--- config.mk ---
export PLATFORM = sky130hd
export DESIGN_NAME = jvcp_isqrt
export DESIGN_NICKNAME = d
export VERILOG_FILES = /design/src/rtl/jvcp_pkg.sv /design/src/rtl/jvcp_isqrt.sv
export SDC_FILE = /design/constraint.sdc
export NUM_CORES = 2
export LEC_CHECK = 0
export ABC_AREA = 1
export CAP_MARGIN = 15
export CORE_MARGIN = 2
export CORE_UTILIZATION = 50
export CTS_CLUSTER_SIZE = 10
export DETAILED_ROUTE_END_ITERATION = 16
export DONT_BUFFER_PORTS = 1
export GPL_TIMING_DRIVEN = 1
export PLACE_DENSITY_LB_ADDON = 0.12
export SLEW_MARGIN = 15
export SYNTH_ARGS = -nofsm -noshare
export SYNTH_HDL_FRONTEND = slang
export SYNTH_SLANG_ARGS = --single-unit
--- constraint.sdc ---
create_clock -name clk -period 5.6 [get_ports clk]
set_input_delay 1.12 -clock clk [delete_from_list [all_inputs] [get_ports clk]]
set_output_delay 1.12 -clock clk [all_outputs]
set_load 0.05 [all_outputs]
--- src/rtl/jvcp_pkg.sv ---
`default_nettype none
package jvcp_pkg;

	// joint count and field widths
	localparam int NJ    = 7;
	localparam int PW    = 20;          // Q4.16 position
	localparam int MW    = 19;          // Q3.16 speed limit
	localparam int CIW   = 3;           // register index
	localparam int MAGW  = 24;          // |8*(target - measured)|
	localparam int SQW   = 2 * MAGW - 1; // one square, at most 2^46
	localparam int SW    = 50;          // sum of seven squares
	localparam int ROOTW = 25;          // floor(sqrt) of the sum
	localparam int PMW   = MAGW + MW;   // |v| * limit
	localparam int NLW   = PMW + 3;     // 5 * |v| * limit
	localparam int NUW   = MAGW + 3;    // 5 * |v|
	localparam int QW    = 26;          // rounded step magnitude

	localparam int POS_MAX = 524287;
	localparam int POS_MIN = -524288;

	typedef logic signed [PW-1:0] pos_t;
	typedef logic [MW-1:0]        speed_t;
	typedef logic [CIW-1:0]       cfg_idx_t;

	// register map: targets sit at their joint number
	localparam cfg_idx_t REG_TARGET0   = 3'd0;
	localparam cfg_idx_t REG_MAX_SPEED = 3'd7;

	localparam speed_t MAX_SPEED_RST = 19'd65536;

endpackage
`default_nettype wire

--- src/rtl/jvcp_isqrt.sv ---
`default_nettype none
// Pipelined integer square root, one root bit per stage, side data alongside.
module jvcp_isqrt import jvcp_pkg::*; #(
	parameter int SIDE_W = 1
) (
	input  wire logic              clk,
	input  wire logic              arst_n,
	input  wire logic              en,
	input  wire logic              in_valid,
	input  wire logic [SW-1:0]     in_s,
	input  wire logic [SIDE_W-1:0] in_side,
	output logic                   out_valid,
	output logic [ROOTW-1:0]       out_root,
	output logic [SIDE_W-1:0]      out_side
);
	localparam int RW = SW + 1;

	logic [RW-1:0]     rem_s  [ROOTW+1];
	logic [RW-1:0]     root_s [ROOTW+1];
	logic              vld_s  [ROOTW+1];
	logic [SIDE_W-1:0] side_s [ROOTW+1];

	assign rem_s[0]  = RW'(in_s);
	assign root_s[0] = '0;
	assign vld_s[0]  = in_valid;
	assign side_s[0] = in_side;

	for (genvar k = 0; k < ROOTW; k++) begin : g_stage
		localparam logic [RW-1:0] BIT = RW'(1) << (2 * (ROOTW - 1 - k));
		logic [RW-1:0] trial;
		logic          fit;

		// trial subtract of the next root bit
		always_comb begin
			trial = root_s[k] + BIT;
			fit   = rem_s[k] >= trial;
		end

		always_ff @(posedge clk or negedge arst_n) begin
			if (!arst_n) begin
				vld_s[k+1] <= 1'b0;
			end else if (en) begin
				vld_s[k+1] <= vld_s[k];
			end
		end

		always_ff @(posedge clk) begin
			if (en) begin
				rem_s[k+1]  <= fit ? rem_s[k] - trial : rem_s[k];
				root_s[k+1] <= fit ? (root_s[k] >> 1) + BIT : root_s[k] >> 1;
				side_s[k+1] <= side_s[k];
			end
		end
	end

	assign out_valid = vld_s[ROOTW];
	assign out_root  = root_s[ROOTW][ROOTW-1:0];
	assign out_side  = side_s[ROOTW];
endmodule
`default_nettype wire

Word-level counts from Yosys, hierarchy flattened:

Index checks and enable logic that the tools add are counted.

* bits in registers: 2523
* input bits: 55
* output and inout bits: 27
* word-level logic and storage cells: 269

* $add $sub $neg: 72
* magnitude comparators: 25
* multiplexer cells: 49

Operator list (number)
* >= comparator 51 bit: 24
* two-way mux 50 bit: 24
* two-way mux 51 bit: 23
* subtractor 51 bit: 23
* adder 50 x 11 -> 51 bit, second input constant: 1
* adder 50 x 13 -> 51 bit, second input constant: 1
* adder 50 x 15 -> 51 bit, second input constant: 1
* adder 50 x 17 -> 51 bit, second input constant: 1
* adder 50 x 19 -> 51 bit, second input constant: 1
* adder 50 x 21 -> 51 bit, second input constant: 1
* adder 50 x 23 -> 51 bit, second input constant: 1
* adder 50 x 25 -> 51 bit, second input constant: 1
* adder 50 x 27 -> 51 bit, second input constant: 1
* adder 50 x 29 -> 51 bit, second input constant: 1
* adder 50 x 3 -> 51 bit, second input constant: 1
* adder 50 x 31 -> 51 bit, second input constant: 1
* adder 50 x 33 -> 51 bit, second input constant: 1
* adder 50 x 35 -> 51 bit, second input constant: 1
* adder 50 x 37 -> 51 bit, second input constant: 1
* adder 50 x 39 -> 51 bit, second input constant: 1
* adder 50 x 41 -> 51 bit, second input constant: 1
* adder 50 x 43 -> 51 bit, second input constant: 1
* adder 50 x 45 -> 51 bit, second input constant: 1
* adder 50 x 47 -> 51 bit, second input constant: 1
* 32 further kinds: 32

Logic depth before layout (Yosys ltp):

* word-level depth: 3
* mapped depth: 17
* gate-level depth less buffers: 16

Worst setup path after synthesis:

OpenSTA, ideal clock, no wires.

* path kind: register -> register
* from: register rem_s[954] (netlist name)
* to: register rem_s[909] (netlist name) (data pin)
* setup time: 0.253 ns
* data arrival time: 1.898 ns
* data required time: 5.347 ns
* slack: 3.449 ns
* stages on the path, launching flop included: 11
* buffers on the path: 1
* period minus slack after synthesis: 2.151 ns
* cell sequence: edfxtp_1 > ha_1 > a21oi_1 > o21ai_1 > nand2_1 > nand2_1 > a211oi_4 > nand2_4 > buf_6 > nand2_2 > nand2_1

* word-level cells in the longest chain between the ends: 2
* elaborated cells between the ends (all ways): 3

Ends and longest elaborated chain
* start: declaration: line jvcp_isqrt.sv:18 `logic [RW-1:0] rem_s [ROOTW+1];`
* start signal: indexed assignment: line jvcp_isqrt.sv:49 `rem_s[k+1] <= fit ? rem_s[k] - trial : rem_s[k];`
* >= comparator 51 bit: line jvcp_isqrt.sv:36 `fit = rem_s[k] >= trial;`
* via g_stage[7].fit: line jvcp_isqrt.sv:31 `logic fit;`
* two-way mux 51 bit: line jvcp_isqrt.sv:49

The timed path passes the listed nets, and every way through them passes these cells.
A chain may end at the register's enable or synchronous reset.

Final worst setup path:

* from: register root_s[272] (netlist name)
* to: register rem_s[221] (netlist name) (data pin)

* word-level cells in the longest chain between the ends: 3
* elaborated cells between the ends (all ways): 4

Ends and longest elaborated chain
* start: declaration: line jvcp_isqrt.sv:19 `logic [RW-1:0] root_s [ROOTW+1];`
* start signal: indexed assignment: line jvcp_isqrt.sv:50 `root_s[k+1] <= fit ? (root_s[k] >> 1) + BIT : root_s[k] >> 1;`
* adder 51 x 9 -> 51 bit *: line jvcp_isqrt.sv:35 `trial = root_s[k] + BIT;`
* subtractor 51 bit / >= comparator 51 bit (equally long branches): line jvcp_isqrt.sv:49, jvcp_isqrt.sv:36
* two-way mux 51 bit *: line jvcp_isqrt.sv:49

Mark *: on every way between the ends. The rest lies on a longest branch, timed or not.

==> metrics.yaml <==
avgSynthCellArea_sq_um: 8.56
avgRoutedWirePerCell_um: 20.2
cts_buffer_depth: 3
drc: 0
max_stage_delay_ns: 0.52
hold_buffers: 1
start_kind: "flop"
grt_usage: 0.286
crit_path_cell_trace: "inv_1 > ha_1 > nand2_1 > inv_1 > nand2_1 > nand2_1 > inv_1 > nand3_1 > nand2_1 > nand3_1 > nor2_4 > buf_4 > o21ai_0"
crit_top_cell: "nand2_1"
p_clk_frac: 0.304
place_inst: 12748
ys_warn_count: 0
rows: 155
dpl.hpwl_um: 210000
cts.sinks: 1599
fp.dieW_um: 427
post_cts_buffers: 0
htreeDepth: 4
final_hold_viol_count: 0
core-area_sq_um: 178000
p_int_mw: 23.9
grt_pass1_vias: 65219
synth_area_sq_um: 89500
comb_power_share: 0.240
drt-total-wl_um: 263000
setup_viol: 0
cts-resized-gates: 0
drtPass1Iterations: 7
clock_latency_ns: 0.87
criticalPathCategory: "flop to flop"
start_util: 0.502
synth_cell_types: 63
slew_headroom: 0.224
antenna_found_initial: 2
period_minus_slack_ns: 3.50
switching_share: 0.335
status: "finished, final reports clean"
crit_arrival_ns: 3.97
synth.yosys.seq_area_share: 0.535
synth_area_leader_cell: "edfxtp_1"
fmax_ghz: 0.286
pin_count: 82
maxCapViolCount: 0
cts_tree: "built"
grt_overflow: 0
worst_pin_slew_ns: 1.16
syn_to_final_growth_pct: 9.17
fin_cells: 13014
cts_root_buffer: "clkbuf_16"
grt_max_degree: 265
ys_dominant_reg_cell: "edfxtp_1"
vias: 69193
num-nets-final: 10988
ant_nets: 0
cts_made_buffers: 188
initialDrtViolationCount: 6262
cp_max_fo: 33
finalCritPeriodShare: 0.625
syn-num-nets: 10859
ys_top_cells_by_area: "edfxtp_1 (53%), nand2_1 (14%), inv_1 (7.0%)"
die_area_sq_um: 182000
drive_above_1_share: 0.0337
powerDensity_nw_per_um2: 368
synth_edf_count: 1574
critPathRequiredTime_ns: 6.07
switchingPower_mw: 12.0
fp.dieH_um: 427
viasPerCell: 5.32
slowest_stage: "nor2_4"
p_leak_nw: 42.9
grt_pass1_wl_um: 392000
pwr-share-seq: 0.456
rsz0062_at_grt: "no"
ir_worst_vdd_uv: 310
gp_congestion: 1.00
cp-end-kind: "flop"
ys_seq_elements: 1599
finalMaxSlewViolations: 0
port_buffers: 0
synthArstFlopShare: 0.0156
clk_pin_slew_ns: 0.06
synthCells: 10458
synth_top_area_frac: 0.528
fin_skew_ns: 0.0972
fin_setup_tns_ns: 0
hp-class: "input port to asynchronous set/reset pin"
[routing by layer]
metal	share of wire	vias to the layer above	GRT usage	routed length, um
met4	0.043	0	0.114	11200
li1	-	34291	-	-
met1	0.43	32456	0.376	113000
met2	0.48	2021	0.483	125000
met5	0	-	0	0
met3	0.052	425	0.0345	13600
[worst max-delay path, delay by kind of cell (launching register included)]
kind	cells	cell delay [ns]
adder cells (fa/ha/maj)	1	0.34
AO/OA/AOI/OAI	1	0.34
buffers and inverters	4	0.62
AND/OR/NAND/NOR	7	1.34
flip-flops	1	0.49
[registers in the layout, indices dropped and copies added, names as in the netlist]
register and cells:
out_side 1, out_valid 1, side_s 24, root_s 300, vld_s 24, out_root 25
rem_s 1224
[power by group through the flow]
stage	Combinational [mW]	Sequential, mW	Clock, mW
after floorplan	6.02	15.8	0
final	8.63	16.4	10.9
after detailed placement	8.48	16.6	0
after global placement	8.45	16.6	0
after global routing	9.70	16.5	11.6
after CTS	8.54	16.4	11.2
[Yosys cell counts (10+ instances only)]
library cell	count
buf_4	15
o21ai_0	208
nand3_1	594
o211ai_1	10
edfxtp_1	1574
nand4_1	198
xor2_1	175
nand3b_1	54
nand2_2	24
o21bai_1	20
a21oi_1	451
and2_1	15
nor2_1	1153
buf_2	44
nor4_1	74
o21ai_1	47
dfrtp_1	25
nor2_2	16
nand2_1	3308
nor3_1	127
buf_6	18
or2_2	26
inv_1	1669
a21o_1	14
inv_2	14
ha_1	346
xnor2_1	147
[layout make-up]
class	instances	area, sq um
inverters	1686	6330
repair buffers	24	409
well taps	2355	2950
multi-input cells	7088	34700
flip-flops and latches	1599	47900
clock buffers	217	4820
clock inverters	42	576
diodes	3	7.51
fillers	16445	80500
[worst paths after layout]
kind	startpoint	to	slack [ns]	depth (start not counted)
worst min-delay path	arst_n	vld_s[24]	0.11	1
worst min register to register	side_s[9]	side_s[8]	0.40	0
min in group clk	in_s[42]	rem_s[1266]	0.34	0
worst max register to register	root_s[272]	rem_s[221]	2.10	13
max in group asynchronous	arst_n	vld_s[14]	5.33	1
worst max-delay path	root_s[272]	rem_s[221]	2.10	13
[per-stage QoR]
step	total power, mW	instance area [sq um]	hold WS, ns	setup slack, ns	utilization
after floorplan	21.8	89500	0.400	3.45	-
after global placement	25.0	92100	0.403	1.32	0.517
after detailed placement	25.1	92200	0.405	1.11	0.517
after CTS	36.1	97600	0.0502	1.98	0.548
after global routing	37.8	97700	0.0774	1.87	0.548
final	35.9	97700	0.114	2.10	0.548
[cells by family (layout without fill, tap and decap cells)]
group	after synthesis	count (layout)	share of synthesized area
adders and majority gates	346	346	0.0484
DFF	1599	1599	0.535
buffers and inverters	1771	1969	0.0771
and+or+nand+nor	5626	5626	0.260
other	1	4	0.0000419
AOI/OAI and AO/OA	792	792	0.0474
xor gates and xnor gates	322	322	0.0315
muxes	1	1	0.000126
[layout by cell type (no fill, tap or decap), drive strengths merged, types with 2 or more instances in the layout]
cell type,count
o2111ai,3
diode,3
nand3,600
nand2,3333
dfrtp,25
o21ai,257
edfxtp,1574
or2,29
nor4,75
clkinvlp,2
xor2,175
buf,24
nor3b,5
clkbuf,217
xnor2,147
ha,346
a31oi,2
and2,19
nor3,130
a21boi,8
a21oi,457
o31ai,2
o211ai,10
o21a,8
and3,6
nand3b,54
a21o,14
inv,1686
nand4,198
o21bai,21
a211oi,6
clkinv,39
nor2,1176
Power figures use the tool's default switching activity.
