<file path="src/rtl/jvcp_div.sv">
`default_nettype none
// Pipelined restoring divider, one quotient bit per stage.
// The quotient must fit in QW bits (x < y * 2^QW).
module jvcp_div #(
	parameter int XW     = 48,
	parameter int YW     = 40,
	parameter int QW     = 26,
	parameter int SIDE_W = 1
) (
	input  wire logic              clk,
	input  wire logic              arst_n,
	input  wire logic              en,
	input  wire logic              in_valid,
	input  wire logic [XW-1:0]     in_x,
	input  wire logic [YW-1:0]     in_y,
	input  wire logic [SIDE_W-1:0] in_side,
	output logic                   out_valid,
	output logic [QW-1:0]          out_q,
	output logic [SIDE_W-1:0]      out_side
);
	logic [YW-1:0]     r_s    [QW+1];
	logic [QW-1:0]     xl_s   [QW+1];
	logic [QW-1:0]     q_s    [QW+1];
	logic [YW-1:0]     y_s    [QW+1];
	logic              vld_s  [QW+1];
	logic [SIDE_W-1:0] side_s [QW+1];

	// upper dividend bits start as the remainder, the rest shift in
	assign r_s[0]    = YW'(in_x >> QW);
	assign xl_s[0]   = in_x[QW-1:0];
	assign q_s[0]    = '0;
	assign y_s[0]    = in_y;
	assign vld_s[0]  = in_valid;
	assign side_s[0] = in_side;

	for (genvar k = 0; k < QW; k++) begin : g_stage
		logic [YW:0] t;
		logic        ge;

		always_comb begin
			t  = {r_s[k], xl_s[k][QW-1]};
			ge = t >= {1'b0, y_s[k]};
		end

		always_ff @(posedge clk or negedge arst_n) begin
			if (!arst_n) begin
				vld_s[k+1] <= 1'b0;
			end else if (en) begin
				vld_s[k+1] <= vld_s[k];
			end
		end

		always_ff @(posedge clk) begin
			if (en) begin
				r_s[k+1]    <= ge ? YW'(t - {1'b0, y_s[k]}) : t[YW-1:0];
				xl_s[k+1]   <= xl_s[k] << 1;
				q_s[k+1]    <= {q_s[k][QW-2:0], ge};
				y_s[k+1]    <= y_s[k];
				side_s[k+1] <= side_s[k];
			end
		end
	end

	assign out_valid = vld_s[QW];
	assign out_q     = q_s[QW];
	assign out_side  = side_s[QW];
endmodule
`default_nettype wire

</file>
<file path="config.mk">
export PLATFORM = sky130hd
export DESIGN_NAME = jvcp_div
export DESIGN_NICKNAME = d
export VERILOG_FILES = /design/src/rtl/jvcp_div.sv
export SDC_FILE = /design/constraint.sdc
export NUM_CORES = 2
export LEC_CHECK = 0
export BUFFER_PORTS_ARGS = -buffer_cell sky130_fd_sc_hd__buf_2
export CAP_MARGIN = 10
export CORE_ASPECT_RATIO = 0.7
export CORE_UTILIZATION = 40
export DETAILED_ROUTE_END_ITERATION = 12
export MAX_ROUTING_LAYER = met4
export PLACE_DENSITY_LB_ADDON = 0.12
export SLEW_MARGIN = 20
export SYNTH_ARGS = -nofsm -noshare
export SYNTH_HDL_FRONTEND = slang
export SYNTH_SLANG_ARGS = --single-unit
</file>
<file path="constraint.sdc">
create_clock -name clk -period 3.5 [get_ports clk]
set_input_delay 0.7 -clock clk [delete_from_list [all_inputs] [get_ports clk]]
set_output_delay 0.7 -clock clk [all_outputs]
set_load 0.02 [all_outputs]
</file>
Word-level counts from Yosys, hierarchy flattened
Index checks and enable logic that the tools add are counted.
{"block": "totals", "register_bits": 2728, "input_bits": 93}
{"block": "classes", "add_sub_neg": 25, "magnitude_cmp": 26, "muxes": 25}
{"operator": "41-bit by 40-bit >= comparator with 1-bit output", "count": 25}
{"operator": "40-bit 2-to-1 mux", "count": 24}
{"operator": "40-bit subtractor", "count": 24}
{"operator": "23-bit by 40-bit >= comparator with 1-bit output", "count": 1}
{"operator": "23-bit by 40-bit subtractor with 40-bit output", "count": 1}
{"operator": "23-bit 2-to-1 mux", "count": 1}

Longest topological paths before layout
{"block": "depth", "ltp_word": 2, "depth_mapped": 16, "mapped_depth_nobuf": 14}

Worst setup path before layout
Ideal clock, no wire load.
{"block": "synth_path", "path_kind": "flip-flop to flip-flop", "startpoint": "register y_s[161] (netlist bit)", "endpoint": "register r_s, in the netlist g_stage[23].t[11], data pin", "arrival_ps": 3561, "t_required_ps": 3238, "setup_slack_ps": -323, "path_stages_with_launch": 15, "n_path_buf": 2, "period_less_slack_ps": 3823, "path_cell_list": "edfxtp_1 > inv_1 > ha_1 > nor2b_1 > o31a_1 > o31a_1 > o31a_1 > a221o_1 > a221oi_4 > o21ai_1 > a41o_1 > a211o_1 > buf_2 > buf_6 > mux2_1"}
{"block": "synth_via", "elab_chain_len": 2}
{"element": "start: declaration", "line": "24", "text": "logic [YW-1:0] y_s [QW+1];"}
{"element": "start signal: indexed assignment", "line": "58", "text": "y_s[k+1] <= y_s[k];"}
{"element": "40-bit subtractor or 41-bit by 40-bit >= comparator with 1-bit output (tied branches)", "line": "55, 42"}
{"element": "40-bit 2-to-1 mux *", "line": "55", "text": "r_s[k+1] <= ge ? YW'(t - {1'b0, y_s[k]}) : t[YW-1:0];"}
{"element": "end signal: indexed assignment", "line": "55"}
{"element": "end: declaration", "line": "21", "text": "logic [YW-1:0] r_s [QW+1];"}
Mark *: on every way between the ends. The rest lies on a longest branch, timed or not.
A chain may end at the register's enable or synchronous reset.

Worst setup path in the final report
{"block": "layout_path", "startpoint": "register r_s, in the netlist g_stage[22].t[1]", "endpoint": "register r_s, in the netlist g_stage[23].t[18], data pin"}
{"block": "layout_via", "elab_chain_len": 2}
{"element": "40-bit subtractor or 41-bit by 40-bit >= comparator with 1-bit output (tied branches)", "line": "55, 42"}
{"element": "40-bit 2-to-1 mux *", "line": "55"}
Marked as above.

==> metrics.txt <==
# TYPE chip_impl_metric gauge
chip_impl_info{name="run_status",value="finished, violations left"} 1
chip_impl_info{name="failed_checks",value="antenna violations, negative setup slack"} 1
chip_impl_metric{name="drv.max_cap_violation_count",unit=""} 0
chip_impl_metric{name="final_layout_size_suffix_gt1_share",unit="%"} 28.8
chip_impl_metric{name="area_added_between_synthesis_and_finish",unit="%"} 31.6
chip_impl_metric{name="fmax",unit="MHz"} 246
chip_impl_metric{name="comb_power_share",unit="%"} 55.5
chip_impl_info{name="worst_path_most_repeated_cell",value="sky130_fd_sc_hd__o31a_1"} 1
chip_impl_metric{name="ys_ff_latch",unit=""} 2728
chip_impl_metric{name="syn_warnings",unit=""} 0
chip_impl_metric{name="synth.distinct_cells",unit=""} 93
chip_impl_metric{name="cp_arrival",unit="ps"} 4680
chip_impl_metric{name="timing.final.ws_setup",unit="ps"} -562
chip_impl_info{name="layout.cells.most_common",value="sky130_fd_sc_hd__edfxtp_1"} 1
chip_impl_info{name="start_kind",value="flip-flop"} 1
chip_impl_metric{name="powerDensity",unit="nW/um2"} 979
chip_impl_metric{name="initial_utilization",unit="%"} 40.3
chip_impl_metric{name="ios",unit=""} 121
chip_impl_info{name="synth.top_cells.by_area",value="sky130_fd_sc_hd__edfxtp_1 (55%), sky130_fd_sc_hd__ha_1 (8.6%), sky130_fd_sc_hd__a21oi_1 (3.7%)"} 1
chip_impl_metric{name="clockBufferDepth",unit=""} 4
chip_impl_info{name="cts-root-buf",value="sky130_fd_sc_hd__clkbuf_16"} 1
chip_impl_metric{name="cts.clk_slew.worst_paths",unit="ps"} 70
chip_impl_metric{name="core-area",unit="um2"} 368000
chip_impl_metric{name="synth-edff-count",unit=""} 2702
chip_impl_metric{name="post_synth.cell_area_avg",unit="um2"} 11.3
chip_impl_info{name="worst_path_dominant_cell_family",value="compound AO/OA/AOI/OAI gates"} 1
chip_impl_metric{name="dp_hpwl",unit="mm"} 339
chip_impl_info{name="slowest_stage",value="sky130_fd_sc_hd__edfxtp_1"} 1
chip_impl_metric{name="routed_wirelength",unit="mm"} 459
chip_impl_info{name="critical_path.cell_chain",value="ha_4 -> nor2b_4 -> o31a_1 -> o31a_1 -> o31a_1 -> a221o_1 -> a221oi_4 -> o21ai_2 -> a41o_1 -> a211o_4 -> buf_12 -> mux2_4"} 1
chip_impl_metric{name="totalPowerFinal",unit="mW"} 191
chip_impl_metric{name="grtUsageTotal",unit="%"} 23.9
chip_impl_metric{name="gp_weighted_congestion",unit=""} 0.972
chip_impl_metric{name="critical_path_buffer_and_inverter_count",unit=""} 1
chip_impl_metric{name="design.die.area",unit="um2"} 374000
chip_impl_metric{name="grt_overflow",unit=""} 0
chip_impl_metric{name="h_tree_levels",unit=""} 5
chip_impl_metric{name="critical_path_required",unit="ps"} 4120
chip_impl_metric{name="grt_antenna_before_repair",unit=""} 33
chip_impl_info{name="cts_tree",value="built"} 1
chip_impl_metric{name="p_int",unit="mW"} 118
chip_impl_info{name="final_cell_mix",value="sky130_fd_sc_hd__edfxtp_1 (2702), sky130_fd_sc_hd__buf_4 (2590), sky130_fd_sc_hd__inv_1 (1250)"} 1
chip_impl_metric{name="tns",unit="ps"} -114460
chip_impl_metric{name="synth_cells",unit=""} 13200
chip_impl_metric{name="syn_nets",unit=""} 14300
chip_impl_metric{name="clock_power_share",unit="%"} 16.4
chip_impl_metric{name="yosysTopAreaCellShare",unit="%"} 54.6
chip_impl_metric{name="timing.final.setup_violations",unit=""} 604
chip_impl_metric{name="fp-row-count",unit=""} 186
chip_impl_metric{name="clock_period_minus_final_worst_setup_slack",unit="ps"} 4060
chip_impl_metric{name="tcrit_tclk_final",unit="%"} 116
chip_impl_metric{name="timing_worst_slew_pin_value",unit="ps"} 854
chip_impl_metric{name="numPortBuffers",unit=""} 120
chip_impl_metric{name="timing.clock.skew",unit="ps"} 93.2
chip_impl_metric{name="synth_area",unit="um2"} 148000
chip_impl_info{name="grt_setup_unrepaired",value="true"} 1
chip_impl_metric{name="critical-path-max-stage-delay",unit="ps"} 440
chip_impl_metric{name="fillerInstances",unit=""} 32000
chip_impl_metric{name="clkSinkCount",unit=""} 2728
chip_impl_metric{name="die_y",unit="um"} 512
chip_impl_metric{name="post-route-drc-count",unit=""} 0
chip_impl_info{name="timing.critical_path.to_type",value="flip-flop"} 1
chip_impl_metric{name="ys_async_sr_fraction",unit="%"} 0.953
chip_impl_metric{name="first_global_vias",unit=""} 109000
chip_impl_metric{name="initialDrtViolationCount",unit=""} 9799
chip_impl_metric{name="power.sequential.fraction",unit="%"} 28.2
chip_impl_metric{name="peakVddDrop",unit="mV"} 0.452
chip_impl_metric{name="drt-vias-per-instance",unit=""} 5.32
chip_impl_info{name="synth.largest_area_cell",value="sky130_fd_sc_hd__edfxtp_1"} 1
chip_impl_metric{name="antenna_violating_nets_post_route",unit=""} 1
chip_impl_metric{name="crit_fanout",unit=""} 23
chip_impl_metric{name="dr.pass1.iters",unit=""} 6
chip_impl_metric{name="grt_max_degree",unit=""} 123
chip_impl_metric{name="drv_slew",unit=""} 0
chip_impl_metric{name="grt_pass1_wl",unit="mm"} 670
chip_impl_info{name="criticalPathCategory",value="reg2reg"} 1
chip_impl_metric{name="worst_slew_margin_rel",unit="%"} 42.9
chip_impl_metric{name="worstSkewPairLatency",unit="ps"} 930
chip_impl_metric{name="net-switching-power",unit="mW"} 73.6
chip_impl_metric{name="routed-via-count",unit=""} 113000
chip_impl_metric{name="synth_seq_area_share",unit="%"} 55.1
chip_impl_metric{name="die_width",unit="um"} 730
chip_impl_metric{name="cellLeakagePower",unit="nW"} 83.4
chip_impl_info{name="tightest_hold_check_type",value="in2reg"} 1
chip_impl_metric{name="whs",unit="ps"} 79.3
chip_impl_metric{name="cts_inserted_buffers",unit=""} 298
chip_impl_metric{name="nets",unit=""} 17300
chip_impl_metric{name="finalHoldViolations",unit=""} 0
chip_impl_metric{name="avgRoutedWirePerCell",unit="um"} 21.5
chip_impl_info{name="dominantRegCellSynth",value="sky130_fd_sc_hd__edfxtp_1"} 1
chip_impl_metric{name="swShare",unit="%"} 38.4
-- worst paths after layout --
path	slack [ps]	startpoint	to	cells after the start
worst max-delay path	-560	g_stage[22].t[1]	g_stage[23].t[18]	12
worst min-delay path	80	in_y[19]	y_s[1019]	1
worst max register to register	-560	g_stage[22].t[1]	g_stage[23].t[18]	12
worst min register to register	370	xl_s[304]	xl_s[279]	0
max in group asynchronous	2760	arst_n	vld_s[5]	2
min in group asynchronous	330	arst_n	vld_s[15]	2
-- worst reg2reg max path: cells and delay by family, from the launching register on --
family | cells | cell delay [ps]
adders and majority gates | 1 | 270
DFF | 1 | 440
AOI/OAI and AO/OA | 8 | 2450
muxes | 1 | 320
and+or+nand+nor | 1 | 120
buffers and inverters | 1 | 170
-- sequential cells by signal (all words and copies together) (netlist names), 25 cells and up --
signal     flops
side_s        25
q_s          325
xl_s         300
out_q         26
vld_s         25
g_stage.t   1025
y_s         1000
-- synth_stat cells (44+ instances only) --
cell type / number
sky130_fd_sc_hd__edfxtp_1: 2702
sky130_fd_sc_hd__mux2_2: 261
sky130_fd_sc_hd__o21a_1: 131
sky130_fd_sc_hd__o21bai_1: 136
sky130_fd_sc_hd__nand2_1: 1047
sky130_fd_sc_hd__nor4_1: 44
sky130_fd_sc_hd__nor2_1: 697
sky130_fd_sc_hd__a21oi_1: 1096
sky130_fd_sc_hd__nor2b_1: 155
sky130_fd_sc_hd__xor2_1: 376
sky130_fd_sc_hd__and3_1: 96
sky130_fd_sc_hd__nand2b_1: 120
sky130_fd_sc_hd__o31ai_1: 84
sky130_fd_sc_hd__ha_1: 1023
sky130_fd_sc_hd__a21o_1: 597
sky130_fd_sc_hd__o211ai_1: 59
sky130_fd_sc_hd__a211oi_1: 75
sky130_fd_sc_hd__nand4_1: 186
sky130_fd_sc_hd__a31oi_1: 114
sky130_fd_sc_hd__clkbuf_1: 347
sky130_fd_sc_hd__o21ai_0: 986
sky130_fd_sc_hd__xnor2_1: 479
sky130_fd_sc_hd__nand3_1: 209
sky130_fd_sc_hd__inv_1: 1287
sky130_fd_sc_hd__nor3_1: 148
-- metrics by stage --
stage	util, %	setup WS, ps	area [um2]	instances
global placement	47.3	-883	174000	20300
CTS	51.3	-518	189000	21100
finish	53.1	-562	195000	21300
global route	53.1	-654	195000	21300
detailed placement	47.3	-807	174000	20300
floorplan	-	-269	149000	13200
-- metal layers --
metal | vias to the layer above | track usage, % | part of all wire, %
li1 | 54400 | - | -
met1 | 55400 | 37.0 | 51
met2 | 3102 | 32.7 | 40
met3 | 508 | 4.38 | 7.1
met4 | 0 | 4.24 | 1.8
met5 | - | - | 0
-- power by group through the flow --
stage	clock [mW]	combinational [mW]	sequential (mW)
after floorplan	0	52.1	50.6
after global placement	0	85.3	54.4
after detailed placement	0	85.9	54.3
after CTS	32.3	94.9	53.8
after global routing	33.4	115	54.6
final	31.3	106	53.9
-- timing repair --
action	4_1_cts	5_1_grt
hold buffers	53	0
buffers inserted	117	214
setup endpoints to repair	949	988
cloned	51	43
resized for setup	634	1153
pin swaps	158	394
hold endpoints to repair	78	0
-- kinds of logic after synthesis --
logic type / count (synthesis) / synth area share, %
buf+inv: 1705 / 4.40
mux: 283 / 2.13
fa+ha+maj: 1048 / 8.96
xor+xnor: 855 / 5.04
flops: 2728 / 55.1
simple gates: 2896 / 9.09
compound gates: 3663 / 15.3
-- layout make-up --
cell class | count | area (um2) | area share (%)
multi-input cells | 8745 | 66000 | 33.8
diodes | 12 | 30.0 | 0.0154
inverters | 1288 | 4860 | 2.49
well taps | 4888 | 6120 | 3.13
repair buffers | 3117 | 27100 | 13.9
clock buffers | 338 | 7680 | 3.93
clock inverters | 187 | 1840 | 0.939
flip-flops and latches | 2728 | 81800 | 41.8
Note: power is estimated with default switching activity, not from simulation.
